==> src/rtl/rtmap_pkg.sv <==
// package: shared types, status codes and controller/datapath command bundles
`timescale 1ns / 1ps

package rtmap_pkg;

    // result status codes
    typedef enum logic [2:0] {
        ST_OK        = 3'd0,
        ST_NOT_FOUND = 3'd1,
        ST_MISMATCH  = 3'd2,
        ST_DUPLICATE = 3'd3,
        ST_FULL      = 3'd4
    } t_status;

    // request modes
    localparam logic MODE_INSERT = 1'b0;
    localparam logic MODE_LOOKUP = 1'b1;

    // what the node memory write port stores
    typedef enum logic [1:0] {
        W_ZERO_AT_NODE = 2'd0,
        W_ZERO_AT_FREE = 2'd1,
        W_LINK_NODE    = 2'd2,
        W_LINK_LEAF    = 2'd3
    } t_wsel;

    // controller states
    typedef enum logic [3:0] {
        S_IDLE,
        S_START,
        S_ROOT,
        S_READ,
        S_CHK,
        S_LINK,
        S_NEW,
        S_LLINK,
        S_LEAF_WR,
        S_LEAF_RD,
        S_LEAF_CHK,
        S_DONE
    } t_state;

    // controller to datapath
    typedef struct packed {
        logic    capture;
        logic    root_set;
        logic    nram_re;
        logic    nram_we;
        t_wsel   wsel;
        logic    node_from_slot;
        logic    node_from_free;
        logic    level_inc;
        logic    node_alloc;
        logic    leaf_from_slot;
        logic    leaf_alloc;
        logic    leaf_re;
        logic    leaf_we;
        logic    res_load;
        logic    res_success;
        t_status res_status;
        logic    res_coords;
        logic    out_load;
    } t_cmd;

    // datapath to controller
    typedef struct packed {
        logic mode;
        logic root_present;
        logic slot_valid;
        logic last_level;
        logic node_full;
        logic leaf_full;
        logic id_match;
        logic out_free;
    } t_sts;

endpackage

==> src/rtl/rtmap_ctrl.sv <==
// controller: state machine sequencing the trie walk, allocation and result
`timescale 1ns / 1ps

module rtmap_ctrl (
    input  logic          i_clk,
    input  logic          i_rst_n,
    input  logic          i_in_valid,
    output logic          o_in_stall,
    input  rtmap_pkg::t_sts i_sts,
    output rtmap_pkg::t_cmd o_cmd
);

    import rtmap_pkg::*;

    t_state r_state;
    t_state n_state;

    // state register
    always_ff @(posedge i_clk) begin
        if (!i_rst_n) begin
            r_state <= S_IDLE;
        end else begin
            r_state <= n_state;
        end
    end

    // next state and commands
    always_comb begin
        n_state    = r_state;
        o_cmd      = '0;
        o_in_stall = (r_state != S_IDLE);
        case (r_state)
            S_IDLE: begin
                if (i_in_valid) begin
                    o_cmd.capture = 1'b1;
                    n_state       = S_START;
                end
            end
            S_START: begin
                if (i_sts.mode == MODE_LOOKUP) begin
                    if (!i_sts.root_present) begin
                        o_cmd.res_load   = 1'b1;
                        o_cmd.res_status = ST_NOT_FOUND;
                        n_state          = S_DONE;
                    end else begin
                        n_state = S_READ;
                    end
                end else if (!i_sts.root_present) begin
                    n_state = S_ROOT;
                end else begin
                    n_state = S_READ;
                end
            end
            S_ROOT: begin
                // clear the root row on first insert
                o_cmd.nram_we  = 1'b1;
                o_cmd.wsel     = W_ZERO_AT_NODE;
                o_cmd.root_set = 1'b1;
                n_state        = S_READ;
            end
            S_READ: begin
                o_cmd.nram_re = 1'b1;
                n_state       = S_CHK;
            end
            S_CHK: begin
                if (i_sts.mode == MODE_LOOKUP) begin
                    if (!i_sts.slot_valid) begin
                        o_cmd.res_load   = 1'b1;
                        o_cmd.res_status = ST_NOT_FOUND;
                        n_state          = S_DONE;
                    end else begin
                        o_cmd.node_from_slot = 1'b1;
                        if (i_sts.last_level) begin
                            n_state = S_LEAF_RD;
                        end else begin
                            o_cmd.level_inc = 1'b1;
                            n_state         = S_READ;
                        end
                    end
                end else if (!i_sts.last_level) begin
                    // inner level of an insert
                    if (i_sts.slot_valid) begin
                        o_cmd.node_from_slot = 1'b1;
                        o_cmd.level_inc      = 1'b1;
                        n_state              = S_READ;
                    end else if (i_sts.node_full) begin
                        o_cmd.res_load   = 1'b1;
                        o_cmd.res_status = ST_FULL;
                        n_state          = S_DONE;
                    end else begin
                        n_state = S_LINK;
                    end
                end else begin
                    // leaf level of an insert
                    if (i_sts.slot_valid) begin
                        o_cmd.leaf_from_slot = 1'b1;
                        o_cmd.res_load       = 1'b1;
                        o_cmd.res_success    = 1'b1;
                        o_cmd.res_status     = ST_DUPLICATE;
                        n_state              = S_LEAF_WR;
                    end else if (i_sts.leaf_full) begin
                        o_cmd.res_load   = 1'b1;
                        o_cmd.res_status = ST_FULL;
                        n_state          = S_DONE;
                    end else begin
                        o_cmd.res_load    = 1'b1;
                        o_cmd.res_success = 1'b1;
                        o_cmd.res_status  = ST_OK;
                        n_state           = S_LLINK;
                    end
                end
            end
            S_LINK: begin
                // point the parent slot at the next free node
                o_cmd.nram_we = 1'b1;
                o_cmd.wsel    = W_LINK_NODE;
                n_state       = S_NEW;
            end
            S_NEW: begin
                // clear the new node and step into it
                o_cmd.nram_we        = 1'b1;
                o_cmd.wsel           = W_ZERO_AT_FREE;
                o_cmd.node_from_free = 1'b1;
                o_cmd.node_alloc     = 1'b1;
                o_cmd.level_inc      = 1'b1;
                n_state              = S_READ;
            end
            S_LLINK: begin
                o_cmd.nram_we    = 1'b1;
                o_cmd.wsel       = W_LINK_LEAF;
                o_cmd.leaf_alloc = 1'b1;
                n_state          = S_LEAF_WR;
            end
            S_LEAF_WR: begin
                o_cmd.leaf_we = 1'b1;
                n_state       = S_DONE;
            end
            S_LEAF_RD: begin
                o_cmd.leaf_re = 1'b1;
                n_state       = S_LEAF_CHK;
            end
            S_LEAF_CHK: begin
                o_cmd.res_load = 1'b1;
                if (i_sts.id_match) begin
                    o_cmd.res_success = 1'b1;
                    o_cmd.res_status  = ST_OK;
                    o_cmd.res_coords  = 1'b1;
                end else begin
                    o_cmd.res_status = ST_MISMATCH;
                end
                n_state = S_DONE;
            end
            S_DONE: begin
                if (i_sts.out_free) begin
                    o_cmd.out_load = 1'b1;
                    n_state        = S_IDLE;
                end
            end
            default: begin
                n_state = S_IDLE;
            end
        endcase
    end

endmodule

==> config.mk <==
export PLATFORM = sky130hd
export DESIGN_NAME = rtmap_ctrl
export DESIGN_NICKNAME = d
export VERILOG_FILES = /design/src/rtl/rtmap_pkg.sv /design/src/rtl/rtmap_ctrl.sv
export SDC_FILE = /design/constraint.sdc
export NUM_CORES = 1
export LEC_CHECK = 0
export BUFFER_PORTS_ARGS = -buffer_cell sky130_fd_sc_hd__buf_2
export CAP_MARGIN = 20
export CELL_PAD_IN_SITES_DETAIL_PLACEMENT = 1
export CELL_PAD_IN_SITES_GLOBAL_PLACEMENT = 1
export CORE_MARGIN = 2
export CORE_UTILIZATION = 27
export CTS_CLUSTER_SIZE = 12
export DETAILED_ROUTE_END_ITERATION = 8
export GPL_ROUTABILITY_DRIVEN = 0
export PLACE_DENSITY = 0.84
export SLEW_MARGIN = 15
export SYNTH_ARGS = -nofsm -noshare
export SYNTH_HDL_FRONTEND = slang
export SYNTH_SLANG_ARGS = --single-unit
export TNS_END_PERCENT = 30
==> constraint.sdc <==
create_clock -name i_clk -period 1.96 [get_ports i_clk]
set_clock_uncertainty 0.15 [all_clocks]
set_input_delay 0.294 -clock i_clk [delete_from_list [all_inputs] [get_ports i_clk]]
set_output_delay 0.294 -clock i_clk [all_outputs]
set_load 0.02 [all_outputs]
==> results.ini <==
[placed_design]
post-dp-hpwl_um=1577
port_buffers=32
place_area_um2=758.2

[synthesis]
synthArstFlopShare=0
ys.flop_type=dfxtp_1
ys_seq_elements=4
synth_fp_nets=103
yosys_warnings=0
synth.area.top_cells=dfxtp_1, nor2_1, nand2_1, a21oi_1, nand3_1
synth-edff-count=0
yosysTopAreaCellShare=0.1422
syn_inst=92
seq_area_frac_synth=0.1422
syn-mean-instance-area_um2=6.120
yosysTopAreaCell=dfxtp_1
syn_area_um2=563.0
yosys.cell_types.count=28

[cts]
cts_tree=done
cts.clk_slew.worst_paths_ns=0.04
clk_path_buf_depth=2
htreeDepth=1
cts-buffers-inserted=3
insertion_delay_ns=0.25
postCtsHoldBufs=0
clkSinkCount=4
cts_root_buf=clkbuf_4

[floorplanning]
rows=16
dieArea_mm2=0.002467
core-area_mm2=0.001962
fp.dieH_um=49.67
die_w_um=49.67
start_util=0.2870
io-pin-count=33

[global_routing]
grt_max_degree=15
antenna_found_initial=0
grt_first_pass_wirelength_um=3374
grt_pass1_vias=780
overflow=0
gr-usage-all-layers=0.1792

[route]
dr.first_iter.drc_count=13
ant_nets=0
vias=789
route.detailed.drc=0
drt-wirelength-per-cell_um=14.22
drt-pass1-iter-count=4
wirelength_um=2176
vias_per_cell=5.157

[pwr]
power_uw=651.2
power_leakage_uw=0.0004396
ir_worst_vdd_uv=255.6
pwr_density_cell_mw_per_mm2=767.6

[status]
outcome=complete, no violations

[sta]
fin_crit_sh=0.9884
hold_viol=0
final.setup.tns_ns=0
hold-worst-slack_ns=0.1327
finalSetupViolCount=0
slew_violations=0
relSlewSlack=0.7533
tightest_slew_ns=0.3693
min_period_ns=1.937
rsz0062_at_grt=yes
max_freq_mhz=516.2

[critical_path]
cp_max_fo=5
crit_arrival_ns=1.49
start_kind=flop
worstSetupPathType=flop to output pin
cp-end-kind=output pin
crit_required_ns=1.52

[run]
cap_violations=0

[finish]
final_cell_area_um2=848.3
drive_above_1_share=0.4286
seq_area_um2=83.83
fill_cells=273
top_regs=r_state x4
multi_input_area_um2=440.4
largest_reg_flops=4
final_net_count=139
regMostFlops=r_state
diodes=0
area_delta_synth_final_pct=50.67

[min_path]
hold_path.class=input pin to flop

## cell type report
class / instances / area share
Multi-Input combinational cell: 71 / 0.5192
Inverter: 8 / 0.03540
Sequential cell: 4 / 0.09882
Timing Repair Buffer: 40 / 0.2802
Clock buffer: 3 / 0.02655
Tap cell: 27 / 0.03982
## cell families (layout without fill, tap and decap cells)
group	Yosys count	count (layout)	synth area share
simple gates	47	47	0.4222
compound gates	21	21	0.2533
buf+inv	17	51	0.1311
flops	4	4	0.1422
mux	2	2	0.03556
xor+xnor	1	1	0.01556
## power by group
group	internal [uW]	switching [uW]	total (uW)
Clock	69.1	43.2	112
Combinational	161	245	406
Sequential	102	30.4	133
## path summary, 6_finish.rpt
path	start	end	slack [ns]	cells past startpoint
worst min-delay path	i_sts[0]	r_state[0]$_SDFFE_PN0P_	0.13	2
worst min register to register	r_state[1]$_SDFFE_PN0P_	r_state[0]$_SDFFE_PN0P_	0.59	3
worst max-delay path	r_state[0]$_SDFFE_PN0P_	o_cmd[2]	0.02	5
worst max register to register	r_state[0]$_SDFFE_PN0P_	r_state[0]$_SDFFE_PN0P_	0.39	5
## worst max-delay path, cell delays in order (launching register included)
cell,delay [ns]
dfxtp_2,0.35
nor4b_4,0.30
buf_4,0.17
a21oi_1,0.08
o21ai_1,0.17
buf_4,0.17
## cells in the mapped netlist (all sizes together) (2+ instances only)
library cell / number
o21ai: 4
mux2i: 2
o221ai: 2
buf: 6
nand2: 10
nor2: 16
inv: 8
a21oi: 7
and3: 3
a22oi: 2
dfxtp: 4
nor3: 3
nand2b: 4
nor2b: 2
clkbuf: 3
nand3: 6
## routing by layer
| metal | vias to the layer above | global-route usage | wire length (um) |
|---|---|---|---|
| li1 | 391 | - | - |
| met1 | 361 | 0.1978 | 900 |
| met2 | 32 | 0.3111 | 1104 |
| met3 | 5 | 0.03636 | 129 |
| met4 | 0 | 0.1111 | 42 |
| met5 | - | 0 | 0 |
## cell usage in the layout, fill, tap and decap left out
cell type,instances
buf_2,28
nor2_1,14
nand2_1,10
buf_4,10
inv_1,8
a21oi_1,7
nand2b_1,4
nand3_1,4
nor3_1,3
and3_1,3
clkbuf_4,3
dfxtp_2,3
nor2b_1,2
nor2_4,2
mux2i_1,2
nand3_2,2
o21ai_1,2
o21ai_0,2
a22oi_1,2
buf_6,2
nor4b_4,1
a31o_2,1
nor4_2,1
o22ai_1,1
nand4b_1,1
o221ai_1,1
o31ai_1,1
a221oi_1,1
o32ai_1,1
xor2_1,1
a32oi_1,1
o221ai_2,1
dfxtp_1,1
## per-stage QoR
stage               setup slack, ns    util  cells
floorplan                   0.07151       -     92
detailed placement           0.1202  0.3865    148
global route               -0.06988  0.4324    153
CTS                         0.01006  0.4107    153
global placement             0.2000  0.3865    148
finish                      0.02275  0.4324    153
## repair_timing
item,CTS,global route
gates cloned,0,0
gates resized for setup,3,15
hold endpoints to repair,0,0
endpoints found under the setup margin,7,12
pin swaps,1,2
setup buffers,2,0
(Power assumes the default switching activity.)
